--- config.mk ---
export PLATFORM = sky130hd
export DESIGN_NAME = nic_rx_completion_tracker_core
export DESIGN_NICKNAME = d
export VERILOG_FILES = /design/src/rtl/nrct_pkg.sv /design/src/rtl/nrct_classify.sv /design/src/rtl/nic_rx_completion_tracker_core.sv
export SDC_FILE = /design/constraint.sdc
export NUM_CORES = 1
export LEC_CHECK = 0
export ABC_AREA = 1
export BUFFER_PORTS_ARGS = -buffer_cell sky130_fd_sc_hd__buf_4
export CORE_UTILIZATION = 57
export CTS_BUF_LIST = sky130_fd_sc_hd__clkbuf_16
export DETAILED_ROUTE_END_ITERATION = 10
export PLACE_DENSITY = 0.89
export REMOVE_ABC_BUFFERS = 1
export SLEW_MARGIN = 20
export SYNTH_ARGS = -nofsm -noshare
export SYNTH_HDL_FRONTEND = slang
export SYNTH_SLANG_ARGS = --single-unit
--- constraint.sdc ---
create_clock -name i_clk -period 5.8 [get_ports i_clk]
set_clock_uncertainty 0.05 [all_clocks]
set_input_delay 0.58 -clock i_clk [delete_from_list [all_inputs] [get_ports i_clk]]
set_output_delay 0.58 -clock i_clk [all_outputs]
set_load 0.05 [all_outputs]
--- src/rtl/nrct_pkg.sv ---
// Shared types and constants for the receive completion tracker.
// No dependencies; used by nrct_classify and nic_rx_completion_tracker_core.
package nrct_pkg;

    // Field widths fixed by the descriptor and status formats
    localparam int unsigned STATUS_W    = 32;
    localparam int unsigned ERRORS_W    = 8;
    localparam int unsigned LENGTH_W    = 16;
    localparam int unsigned MAXLEN_W    = 14;
    localparam int unsigned RING_IDX_W  = 6;
    localparam int unsigned COUNT_W     = 32;
    localparam int unsigned CFG_IDX_W   = 2;
    localparam int unsigned CFG_DATA_W  = 14;

    // Register indexes
    localparam logic [CFG_IDX_W-1:0] CFG_ADV_MODE = 2'd0;
    localparam logic [CFG_IDX_W-1:0] CFG_MAX_LEN  = 2'd1;

    // Frame checks and status decode
    localparam logic [LENGTH_W-1:0] MIN_FRAME     = 16'd14;
    localparam logic [MAXLEN_W-1:0] MAX_LEN_RESET = 14'd1518;
    localparam logic [STATUS_W-1:0] FAIL_WORD     = 32'hffff_ffff;

    // Speed codes
    localparam logic [1:0] SPEED_10   = 2'd0;
    localparam logic [1:0] SPEED_100  = 2'd1;
    localparam logic [1:0] SPEED_1000 = 2'd2;
    localparam logic [1:0] SPEED_2500 = 2'd3;

    // Item kinds
    localparam logic CMD_DESC   = 1'b0;
    localparam logic CMD_STATUS = 1'b1;

    typedef enum logic [2:0] {
        ACT_NOT_READY = 3'd0,
        ACT_DROPPED   = 3'd1,
        ACT_ERROR     = 3'd2,
        ACT_DELIVER   = 3'd3,
        ACT_LINK      = 3'd4,
        ACT_FAILURE   = 3'd5
    } t_action;

    typedef struct packed {
        logic                cmd;
        logic [STATUS_W-1:0] desc_status;
        logic [ERRORS_W-1:0] desc_errors;
        logic [LENGTH_W-1:0] desc_length;
        logic [STATUS_W-1:0] status_word;
    } t_in_item;

    typedef struct packed {
        logic [2:0]            action;
        logic [RING_IDX_W-1:0] ring_index;
        logic [LENGTH_W-1:0]   frame_length;
        logic                  link_up;
        logic [1:0]            speed_code;
        logic [COUNT_W-1:0]    completed_total;
        logic [COUNT_W-1:0]    dropped_total;
        logic [COUNT_W-1:0]    error_total;
    } t_out_item;

    // Verdict of the classifier, consumed by the state update
    typedef struct packed {
        t_action    action;
        logic       consume;
        logic       discard_next;
        logic       link_upd;
        logic       link_next;
        logic [1:0] speed_next;
    } t_class;

endpackage

--- src/rtl/nrct_classify.sv ---
// Combinational classifier: judges one descriptor or status word item.
// Depends on nrct_pkg.
module nrct_classify (
    input  nrct_pkg::t_in_item                i_item,
    input  logic                              i_advanced_mode,
    input  logic [nrct_pkg::MAXLEN_W-1:0]     i_max_frame_length,
    input  logic                              i_discard_flag,
    output nrct_pkg::t_class                  o_verdict
);

    logic [nrct_pkg::STATUS_W-1:0] status;
    logic                          eop;
    logic                          bad;
    logic                          len_bad;

    // Legacy format only carries the low status byte
    assign status  = i_advanced_mode ? i_item.desc_status
                                     : {24'd0, i_item.desc_status[7:0]};
    assign eop     = status[1];
    assign bad     = i_advanced_mode ? (|status[31:24]) : (|i_item.desc_errors);
    assign len_bad = (i_item.desc_length < nrct_pkg::MIN_FRAME) ||
                     (i_item.desc_length > {2'd0, i_max_frame_length});

    always_comb begin
        o_verdict              = '0;
        o_verdict.action       = nrct_pkg::ACT_NOT_READY;
        o_verdict.discard_next = i_discard_flag;
        o_verdict.speed_next   = nrct_pkg::SPEED_10;
        if (i_item.cmd == nrct_pkg::CMD_DESC) begin
            if (status[0]) begin
                o_verdict.consume = 1'b1;
                if (!eop || i_discard_flag) begin
                    // Multi-descriptor frame or tail of one: dropped
                    o_verdict.action       = nrct_pkg::ACT_DROPPED;
                    o_verdict.discard_next = !eop;
                end else if (bad || len_bad) begin
                    o_verdict.action = nrct_pkg::ACT_ERROR;
                end else begin
                    o_verdict.action = nrct_pkg::ACT_DELIVER;
                end
            end
        end else begin
            if (i_item.status_word == nrct_pkg::FAIL_WORD) begin
                // Device gone from the bus: leave link state alone
                o_verdict.action = nrct_pkg::ACT_FAILURE;
            end else begin
                o_verdict.action    = nrct_pkg::ACT_LINK;
                o_verdict.link_upd  = 1'b1;
                o_verdict.link_next = i_item.status_word[1];
                if (i_advanced_mode && i_item.status_word[22]) begin
                    o_verdict.speed_next = nrct_pkg::SPEED_2500;
                end else if (i_item.status_word[7]) begin
                    o_verdict.speed_next = nrct_pkg::SPEED_1000;
                end else if (i_item.status_word[6]) begin
                    o_verdict.speed_next = nrct_pkg::SPEED_100;
                end else begin
                    o_verdict.speed_next = nrct_pkg::SPEED_10;
                end
            end
        end
    end

endmodule

--- src/rtl/nic_rx_completion_tracker_core.sv ---
// Receive completion tracker top level: input register, classifier, state, result register.
// Depends on nrct_pkg and nrct_classify.
// Throughput: one item per cycle; output backpressure stalls the result and input registers.
// Reset (synchronous, active low) clears head, discard flag, counters, link state,
// configuration to its defaults and both valid flags; no clearing pass.
module nic_rx_completion_tracker_core #(
    parameter int unsigned RING_DEPTH = 64
) (
    input  logic                              i_clk,
    input  logic                              i_rst_n,
    input  logic                              i_in_valid,
    output logic                              o_in_ready,
    input  nrct_pkg::t_in_item                i_in_item,
    output logic                              o_out_valid,
    input  logic                              i_out_ready,
    output nrct_pkg::t_out_item               o_out_item,
    input  logic                              i_cfg_we,
    input  logic [nrct_pkg::CFG_IDX_W-1:0]    i_cfg_index,
    input  logic [nrct_pkg::CFG_DATA_W-1:0]   i_cfg_data
);

    localparam int unsigned HEAD_W = (RING_DEPTH > 1) ? $clog2(RING_DEPTH) : 1;
    localparam logic [HEAD_W-1:0] HEAD_LAST = HEAD_W'(RING_DEPTH - 1);

    // Configuration
    logic                          r_adv_mode;
    logic [nrct_pkg::MAXLEN_W-1:0] r_max_len;

    // Pipeline registers
    logic                r_in_valid;
    nrct_pkg::t_in_item  r_in_item;
    logic                r_out_valid;
    nrct_pkg::t_out_item r_out_item;

    // Tracker state
    logic [HEAD_W-1:0]            r_head;
    logic                         r_discard;
    logic [nrct_pkg::COUNT_W-1:0] r_completed;
    logic [nrct_pkg::COUNT_W-1:0] r_dropped;
    logic [nrct_pkg::COUNT_W-1:0] r_errors;
    logic                         r_link;
    logic [1:0]                   r_speed;

    logic [HEAD_W-1:0]            n_head;
    logic [nrct_pkg::COUNT_W-1:0] n_completed;
    logic [nrct_pkg::COUNT_W-1:0] n_dropped;
    logic [nrct_pkg::COUNT_W-1:0] n_errors;
    logic                         n_link;
    logic [1:0]                   n_speed;
    nrct_pkg::t_out_item          n_out_item;

    nrct_pkg::t_class             cls;
    logic                         out_free;
    logic                         s1_fire;
    logic [HEAD_W+nrct_pkg::RING_IDX_W-1:0] head_wide;

    // Handshake: registers advance once the result slot frees; input also when it is empty
    assign out_free    = !r_out_valid || i_out_ready;
    assign s1_fire     = r_in_valid && out_free;
    assign o_in_ready  = !r_in_valid || out_free;
    assign o_out_valid = r_out_valid;
    assign o_out_item  = r_out_item;

    // Configuration writes
    always_ff @(posedge i_clk) begin
        if (!i_rst_n) begin
            r_adv_mode <= 1'b0;
            r_max_len  <= nrct_pkg::MAX_LEN_RESET;
        end else if (i_cfg_we) begin
            unique case (i_cfg_index)
                nrct_pkg::CFG_ADV_MODE: r_adv_mode <= i_cfg_data[0];
                nrct_pkg::CFG_MAX_LEN:  r_max_len  <= i_cfg_data[nrct_pkg::MAXLEN_W-1:0];
                default: ;
            endcase
        end
    end

    nrct_classify u_classify (
        .i_item             (r_in_item),
        .i_advanced_mode    (r_adv_mode),
        .i_max_frame_length (r_max_len),
        .i_discard_flag     (r_discard),
        .o_verdict          (cls)
    );

    // Next state and result from the classifier verdict
    assign head_wide = {{nrct_pkg::RING_IDX_W{1'b0}}, r_head};

    always_comb begin
        n_head      = r_head;
        n_completed = r_completed;
        n_dropped   = r_dropped;
        n_errors    = r_errors;
        n_link      = r_link;
        n_speed     = r_speed;
        if (cls.consume) begin
            n_head      = (r_head == HEAD_LAST) ? '0 : r_head + 1'b1;
            n_completed = r_completed + 1'b1;
        end
        if (cls.action == nrct_pkg::ACT_DROPPED) begin
            n_dropped = r_dropped + 1'b1;
        end
        if (cls.action == nrct_pkg::ACT_ERROR) begin
            n_errors = r_errors + 1'b1;
        end
        if (cls.link_upd) begin
            n_link  = cls.link_next;
            n_speed = cls.speed_next;
        end

        n_out_item                 = '0;
        n_out_item.action          = cls.action;
        n_out_item.ring_index      = head_wide[nrct_pkg::RING_IDX_W-1:0];
        n_out_item.frame_length    = cls.consume ? r_in_item.desc_length : '0;
        n_out_item.link_up         = n_link;
        n_out_item.speed_code      = n_speed;
        n_out_item.completed_total = n_completed;
        n_out_item.dropped_total   = n_dropped;
        n_out_item.error_total     = n_errors;
    end

    // Input register
    always_ff @(posedge i_clk) begin
        if (!i_rst_n) begin
            r_in_valid <= 1'b0;
        end else if (o_in_ready) begin
            r_in_valid <= i_in_valid;
        end
    end

    always_ff @(posedge i_clk) begin
        if (o_in_ready && i_in_valid) begin
            r_in_item <= i_in_item;
        end
    end

    // State update and result register
    always_ff @(posedge i_clk) begin
        if (!i_rst_n) begin
            r_out_valid <= 1'b0;
            r_head      <= '0;
            r_discard   <= 1'b0;
            r_completed <= '0;
            r_dropped   <= '0;
            r_errors    <= '0;
            r_link      <= 1'b0;
            r_speed     <= nrct_pkg::SPEED_10;
        end else begin
            if (s1_fire) begin
                r_out_valid <= 1'b1;
                r_head      <= n_head;
                r_discard   <= cls.discard_next;
                r_completed <= n_completed;
                r_dropped   <= n_dropped;
                r_errors    <= n_errors;
                r_link      <= n_link;
                r_speed     <= n_speed;
            end else if (i_out_ready) begin
                r_out_valid <= 1'b0;
            end
        end
    end

    always_ff @(posedge i_clk) begin
        if (s1_fire) begin
            r_out_item <= n_out_item;
        end
    end

    // Checks on the tracker state
    a_head_hold: assert property (@(posedge i_clk) disable iff (!i_rst_n)
        (s1_fire && !cls.consume) |=> $stable(r_head) && $stable(r_completed))
        else $error("ring head or completed count moved on an unconsumed item");

    a_completed_step: assert property (@(posedge i_clk) disable iff (!i_rst_n)
        (s1_fire && cls.consume) |=> r_completed == $past(r_completed) + 1'b1)
        else $error("completed count did not step on a consumed descriptor");

    a_drop_count: assert property (@(posedge i_clk) disable iff (!i_rst_n)
        (s1_fire && cls.action != nrct_pkg::ACT_DROPPED) |=> $stable(r_dropped))
        else $error("dropped count moved without a drop");

    a_fail_link: assert property (@(posedge i_clk) disable iff (!i_rst_n)
        (s1_fire && cls.action == nrct_pkg::ACT_FAILURE) |=> $stable(r_link) && $stable(r_speed))
        else $error("link state changed on device failure");

    a_stall_state: assert property (@(posedge i_clk) disable iff (!i_rst_n)
        !s1_fire |=> $stable(r_head) && $stable(r_discard) && $stable(r_errors))
        else $error("tracker state changed while stalled");

endmodule
==> implementation parameters, run 1 <==
Parameter                              Value

Outcome
  Result of the run    complete, but fails checks
  Violations in the final reports    DRC

Critical path
  Largest incremental delay on the critical path    740 ps
  Required time of the critical path    ~6300 ps
  Highest-delay cell along the critical path    sky130_fd_sc_hd__inv_2
  Worst path most repeated cell    sky130_fd_sc_hd__nand2_1
  Crit path from    r_in_item[88]
  Launch instance of the worst register-to-register path    r_in_item[88]
  Peak fanout along the critical path    34
  Element type at the critical path start    flop
  Type of the setup path with the least slack    reg -> reg
  Arrival time worst endpoint    4280 ps
  Cell chain of the critical path    clkinv_2 -> nand2_4 -> inv_2 -> nand2_1 -> buf_4 -> inv_1 -> nand3_2 -> inv_2 -> nand2_1 -> nand3_1 -> nand2_1 -> inv_1
  Critical path capture point type    flop

Place
  DP Worst Slack    2020 ps
  Final HPWL DP    22900 um
  Port Buf Inserts    213
  Final GP Congestion    0.884
  Area after detailed placement    16300 um^2

Synth
  Synth Register Bits    314
  Share of async-settable or async-resettable flops after synthesis    0%
  Yosys top cell area share    39.6%
  Netlist area before placement    ~15000 um^2
  Biggest area contributors in the synthesized netlist    sky130_fd_sc_hd__edfxtp_1 40%, sky130_fd_sc_hd__dfxtp_1 17%, sky130_fd_sc_hd__nand2_1 10%
  Portion of the post-synthesis area used by sequential elements    56.5%
  Synthesized netlist cell count    1636
  Primary FF master, synth    sky130_fd_sc_hd__edfxtp_1
  Number of synthesis warnings    0
  Cell variety after synth    37
  Most area-hungry cell type in the Yosys netlist    sky130_fd_sc_hd__edfxtp_1
  Post-Synthesis Mean Instance Area    approximately 8.9 um^2
  Count of flip-flops with a built-in enable after synthesis    191

STA
  Max Clock Freq    ~0.26 GHz
  Max-slew headroom at the worst pin    31.5%
  Least-Margin Pin Slew    just over 1000 ps
  Summed negative setup slack over all endpoints    0 ps
  Period minus WS final    between 3000 and 4000 ps
  Unrepaired setup endpoints after global routing    no
  Final Hold Violating Endpoints    0
  Final Slew Violations    0
  Endpoints failing setup    0
  Share of the cycle needed by the critical path after routing    66.1%
  Final worst-path setup slack    1970 ps

Cells and area
  Number of fill cells    between 1500 and 2000
  Area used by multi-input combinational logic    approximately 5200 um^2
  Layout cell share with drive strength beyond 1    15.4%
  Diodes inserted    0
  Commonest cells after routing, fill and taps aside    385 x sky130_fd_sc_hd__nand2_1, 231 x sky130_fd_sc_hd__inv_1, 218 x sky130_fd_sc_hd__buf_4, 191 x sky130_fd_sc_hd__edfxtp_1, 175 x sky130_fd_sc_hd__nor2_1
  Most common cell after layout, fill and taps aside    sky130_fd_sc_hd__nand2_1
  Footprint of the flip-flops and latches    roughly 8200 um^2
  Net count of the finished layout    roughly 2000
  Cell area after layout    17200 um^2
  Area Overhead vs Synth    18.5%

Clocking
  Clock tree from TritonCTS    built
  Number of hold buffers added after CTS    0
  Clock sinks    314
  Number of gates given a new drive strength after cts    0
  Root buffer selected by CTS    sky130_fd_sc_hd__clkbuf_16
  CTS HTree Levels    1
  CTS buffer count    30
  Clock transition at the registers of the reported paths    60 ps
  Postcts setup bufs    0
  Clock insertion delay at the later pin of the skew report    560 ps
  Max clock buf depth    3

Drt
  Final routed DRC violation total    2
  Number of vias per cell    5.39
  Starting DRC count in detailed routing    959
  Final WL    33300 um
  Initial DRT Pass Iterations    8
  Count of vias placed by the detailed router    approximately 12000
  Post-route ant nets    0
  Wire length per cell    15.3 um

GRT
  Number of antenna violations at the first check in global routing    0
  Overflow after GRT    0
  Wire length of the first global-routing pass    53200 um
  Total GRT Usage    25.3%
  Number of global-route vias before repair    11100
  Pin count of the biggest net entering global routing    153

Hold path
  Worst Hold Class    in -> reg
  Worst Min Path Start    i_in_item[49]

Power and ir drop
  P_leak    7.78 nW
  Power density over the cells    around 290 nW/um^2
  Worst supply voltage drop on vdd    291 uV

Die
  Number of standard-cell rows in the floorplan    between 50 and 60
  Area enclosed by the die boundary    ~26000 um^2
  Die W    162 um
  Starting density of the core    57.9%
  Placeable core area    25000 um^2
  Top-level port count    236
  Die Y-Extent    roughly 160 um

Job
  Count of max-cap constraint violations    0
==> cell type report <==
class	count	share of cell area (%)
timing repair buffer	218	9.52
tap	330	2.40
clock inverter	26	0.670
multi-input combinational	1033	30.3
clock buffer	30	4.37
sequential	314	47.7
inverter	228	5.03
==> where the power goes <==
| part | internal, mW | switching, mW |
|---|---|---|
| Combinational | 0.201 | 0.441 |
| Sequential | 2.52 | 0.0883 |
| Clock | 0.930 | 0.799 |
| Total | 3.65 | 1.33 |
==> logic make-up (layout without fill, tap and decap cells) <==
logic type               Yosys count  count (layout)  share of synthesized area [%]
adder cells (fa/ha/maj)           18              18                           1.55
XOR/XNOR                          90              90                           5.49
buffers and inverters            289             502                           7.62
AND/OR/NAND/NOR                  790             790                           23.9
flip-flops                       314             314                           56.5
AO/OA/AOI/OAI                    134             134                           4.83
multiplexers                       1               1                         0.0690
==> worst paths after layout <==
check / endpoint / slack [ps] / cells past startpoint
max: r_errors[20] / 1970 / 12
min reg2reg: r_discard / 410 / 1
max reg2reg: r_errors[20] / 1970 / 12
min: r_in_item[49] / 140 / 1
==> metal layers <==
| layer | global-route usage (%) | share of wire [%] |
|---|---|---|
| met5 | 0 | 0 |
| met3 | 5.01 | 7.4 |
| met4 | 8.66 | 3.0 |
| met1 | 31.3 | 40 |
| met2 | 44.2 | 50 |
==> flip-flops by register name, summed over array words and instances, names as in the netlist <==
register and flops:
o_out_item 124, r_in_item 67, r_completed 32, r_dropped 32, r_errors 32, r_max_len 14, r_head 6, r_speed 2
o_out_valid 1, r_adv_mode 1, r_discard 1, r_in_valid 1, r_link 1
==> synthesized netlist by cell type, types with 5 or more instances <==
library cell                 n
sky130_fd_sc_hd__xor2_1     87
sky130_fd_sc_hd__o21ai_0    33
sky130_fd_sc_hd__inv_1     220
sky130_fd_sc_hd__nor2_1    175
sky130_fd_sc_hd__nor3_1     28
sky130_fd_sc_hd__dfxtp_1   123
sky130_fd_sc_hd__nand3_1    90
sky130_fd_sc_hd__a21oi_1    81
sky130_fd_sc_hd__edfxtp_1  191
sky130_fd_sc_hd__buf_2      15
sky130_fd_sc_hd__clkbuf_1   43
sky130_fd_sc_hd__inv_2       6
sky130_fd_sc_hd__ha_1       18
sky130_fd_sc_hd__o21ai_1     8
sky130_fd_sc_hd__nor4_1     24
sky130_fd_sc_hd__o211ai_1    9
sky130_fd_sc_hd__nand4_1    64
sky130_fd_sc_hd__nand3_2     5
sky130_fd_sc_hd__nand2_1   386
==> critical path: cells and delay by family, from the launching register on <==
family	cells	cell delay [ps]
and+or+nand+nor	6	1360
DFF	1	480
buffers and inverters	6	1840
==> per-stage QoR <==
step	total power [mW]	hold slack [ps]	cells	utilization (%)
3_5_place_dp	3.29	402	2123	65.2
5_1_grt	5.16	114	2179	68.7
2_1_floorplan	3.08	374	1575	-
3_3_place_gp	3.26	380	2123	65.2
6_report	4.98	138	2179	68.7
4_1_cts	5.00	117	2179	68.6
No activity file was read; power rests on OpenSTA's default activity.
==> run 2, diff against run 1 <==
==> constraint.sdc (replaced) <==
create_clock -name i_clk -period 3.78 [get_ports i_clk]
set_clock_uncertainty 0.05 [all_clocks]
set_input_delay 0.378 -clock i_clk [delete_from_list [all_inputs] [get_ports i_clk]]
set_output_delay 0.378 -clock i_clk [all_outputs]
set_load 0.05 [all_outputs]
==> implementation parameters, run 2 (same netlist as run 1, synthesis figures left out) <==
Parameter                              Value

Critical path
  Element type at the critical path start    flop
  Logic depth of the worst path, buffers included    19
  Largest delay contributor family on the critical path    simple AND/OR/NAND/NOR gates
  Destination of the worst register-to-register timing path    r_errors[13]
  Worst path most repeated cell    sky130_fd_sc_hd__nand2_1
  WP buf/inv    2
  Launch instance of the worst register-to-register path    r_in_item[33]
  Critical path capture point type    flop
  Highest-delay cell along the critical path    sky130_fd_sc_hd__inv_2
  Cell chain of the critical path    ha_1 -> nand2_1 -> nand2_1 -> nand2_1 -> nand2_1 -> nand2_1 -> nand2_1 -> nand2_1 -> nand2_1 -> nand2_1 -> nand2_1 -> nand2_1 -> nand2_1 -> nand3_2 -> inv_2 -> nand2_1 -> nand3_1 -> nand2_1 -> inv_1
  Minimum setup slack among reg-to-reg paths    980 ps
  Arrival time worst endpoint    3260 ps
  Largest incremental delay on the critical path    450 ps
  Type of the setup path with the least slack    reg -> reg
  Reg2Reg Depth    19
  Required time of the critical path    4240 ps
  Peak fanout along the critical path    32

Die
  Die Y-Extent    162 um
  Top-level port count    236
  Die W    162 um
  Placeable core area    25000 um^2
  Area enclosed by the die boundary    26100 um^2
  Number of standard-cell rows in the floorplan    58
  Starting density of the core    57.9%

STA
  Share of the cycle needed by the critical path after routing    74.1%
  Endpoints failing setup    0
  Least-Margin Pin Slew    715 ps
  Unrepaired setup endpoints after global routing    no
  Max-slew headroom at the worst pin    52.2%
  Final Slew Violations    0
  Final worst-path setup slack    981 ps
  Summed negative setup slack over all endpoints    0 ps
  Max Clock Freq    0.357 GHz
  Final Hold Violating Endpoints    0
  Period minus WS final    between 2000 and 3000 ps
  Worst hold margin    ~17 ps

GRT
  Overflow after GRT    0
  Wire length of the first global-routing pass    61100 um
  Pin count of the biggest net entering global routing    88
  Number of global-route vias before repair    12300
  Number of antenna violations at the first check in global routing    0
  Total GRT Usage    29.5%

Clocking
  CTS buffer count    31
  CTS HTree Levels    1
  Clock insertion delay at the later pin of the skew report    560 ps
  Clock transition at the registers of the reported paths    about 70 ps
  Max clock buf depth    3
  Number of gates given a new drive strength after cts    0
  Root buffer selected by CTS    sky130_fd_sc_hd__clkbuf_16
  Postcts setup bufs    0
  Clock tree from TritonCTS    built
  Clock sinks    314
  Number of hold buffers added after CTS    73

Drt
  Wire length per cell    17.0 um
  Count of vias placed by the detailed router    roughly 12000
  Final WL    just under 40000 um
  Initial DRT Pass Iterations    8
  Number of vias per cell    5.50
  Post-route ant nets    0
  Final routed DRC violation total    2
  Starting DRC count in detailed routing    1218

Place
  Area after detailed placement    16400 um^2
  Final GP Congestion    0.894
  Final HPWL DP    23600 um
  Number of cells after detailed placement    approximately 2100
  Port Buf Inserts    213
  DP Worst Slack    1180 ps

Power and ir drop
  P_leak    8.17 nW
  Worst supply voltage drop on vdd    about 410 uV
  Power density over the cells    447 nW/um^2

Cells and area
  Number of flip-flops under the largest register name    124
  Commonest cells after routing, fill and taps aside    385 x sky130_fd_sc_hd__nand2_1, 226 x sky130_fd_sc_hd__inv_1, 223 x sky130_fd_sc_hd__buf_4, 191 x sky130_fd_sc_hd__edfxtp_1, 175 x sky130_fd_sc_hd__nor2_1
  Number of cells in the finished layout apart from fillers    about 2300
  Layout cell share with drive strength beyond 1    between 10% and 20%
  Most common cell after layout, fill and taps aside    sky130_fd_sc_hd__nand2_1
  Net count of the finished layout    2035
  Area Overhead vs Synth    25.0%
  Cell area after layout    18100 um^2
  Diodes inserted    0

Outcome
  Violations in the final reports    DRC
  Result of the run    complete, but fails checks

Hold path
  Worst Hold Endpoint    r_max_len[10]
  Worst Hold Class    in -> reg
  Worst Min Path Start    i_cfg_data[10]
  Worst hold path depth    3

Job
  Count of max-cap constraint violations    0
## run 2: changes by cell type in the layout (fill, tap and decap cells not counted), moves of 2 or more
cell	previous run	this run
sky130_fd_sc_hd__dlygate4sd3_1	0	73
sky130_fd_sc_hd__buf_4	218	223
sky130_fd_sc_hd__inv_1	231	226
sky130_fd_sc_hd__buf_12	0	3
sky130_fd_sc_hd__bufinv_16	0	3
sky130_fd_sc_hd__clkinv_2	5	8
sky130_fd_sc_hd__clkinv_1	9	7
## run 2: metal layers
| metal | vias to the layer above | GRT usage [%] | share of wire, % |
|---|---|---|---|
| li1 | 5898 | - | - |
| met5 | - | 0 | 0 |
| met4 | 0 | 12.5 | 4.1 |
| met2 | 602 | 50.7 | 49 |
| met1 | 5818 | 36.3 | 39 |
| met3 | 132 | 5.44 | 7.9 |
## run 2: final cells by class
type / instances / area (um^2)
clock buffer: 31 / 776
sequential: 314 / 8200
timing repair buffer: 299 / 2460
tap: 330 / 413
inverter: 228 / 865
multi-input combinational: 1033 / 5210
clock inverter: 27 / 203
fill: 1705 / 6910
## run 2: stage by stage
stage / util (%) / power (mW)
final: 72.4 / 8.10
after global routing: 72.4 / 8.37
after CTS: 72.4 / 8.06
after detailed placement: 65.6 / 5.06
after global placement: 65.6 / 5.01
after floorplan: - / 4.72
## run 2: worst max path at each step
stage	start	to	slack, ps
floorplan	o_out_valid	o_out_item[0]	-4360
global placement	r_in_item[39]	o_out_item[6]	1240
detailed placement	r_in_item[37]	o_out_item[39]	1180
CTS	r_in_item[37]	o_out_item[39]	1160
global route	r_in_item[33]	r_errors[13]	640
finish	r_in_item[33]	r_errors[13]	980
## run 2: worst min-delay path, stage by stage
cell                       delay (ps)
sky130_fd_sc_hd__buf_4             90
sky130_fd_sc_hd__nand2_1           50
sky130_fd_sc_hd__o211ai_1          80
## run 2: power breakdown
part           total [mW]  leakage (nW)  switching (mW)  internal, mW
logic                1.09          4.82           0.720         0.367
registers            4.00          2.85           0.144          3.86
clock network        3.01         0.509            1.32          1.69
total                8.10          8.17            2.19          5.92
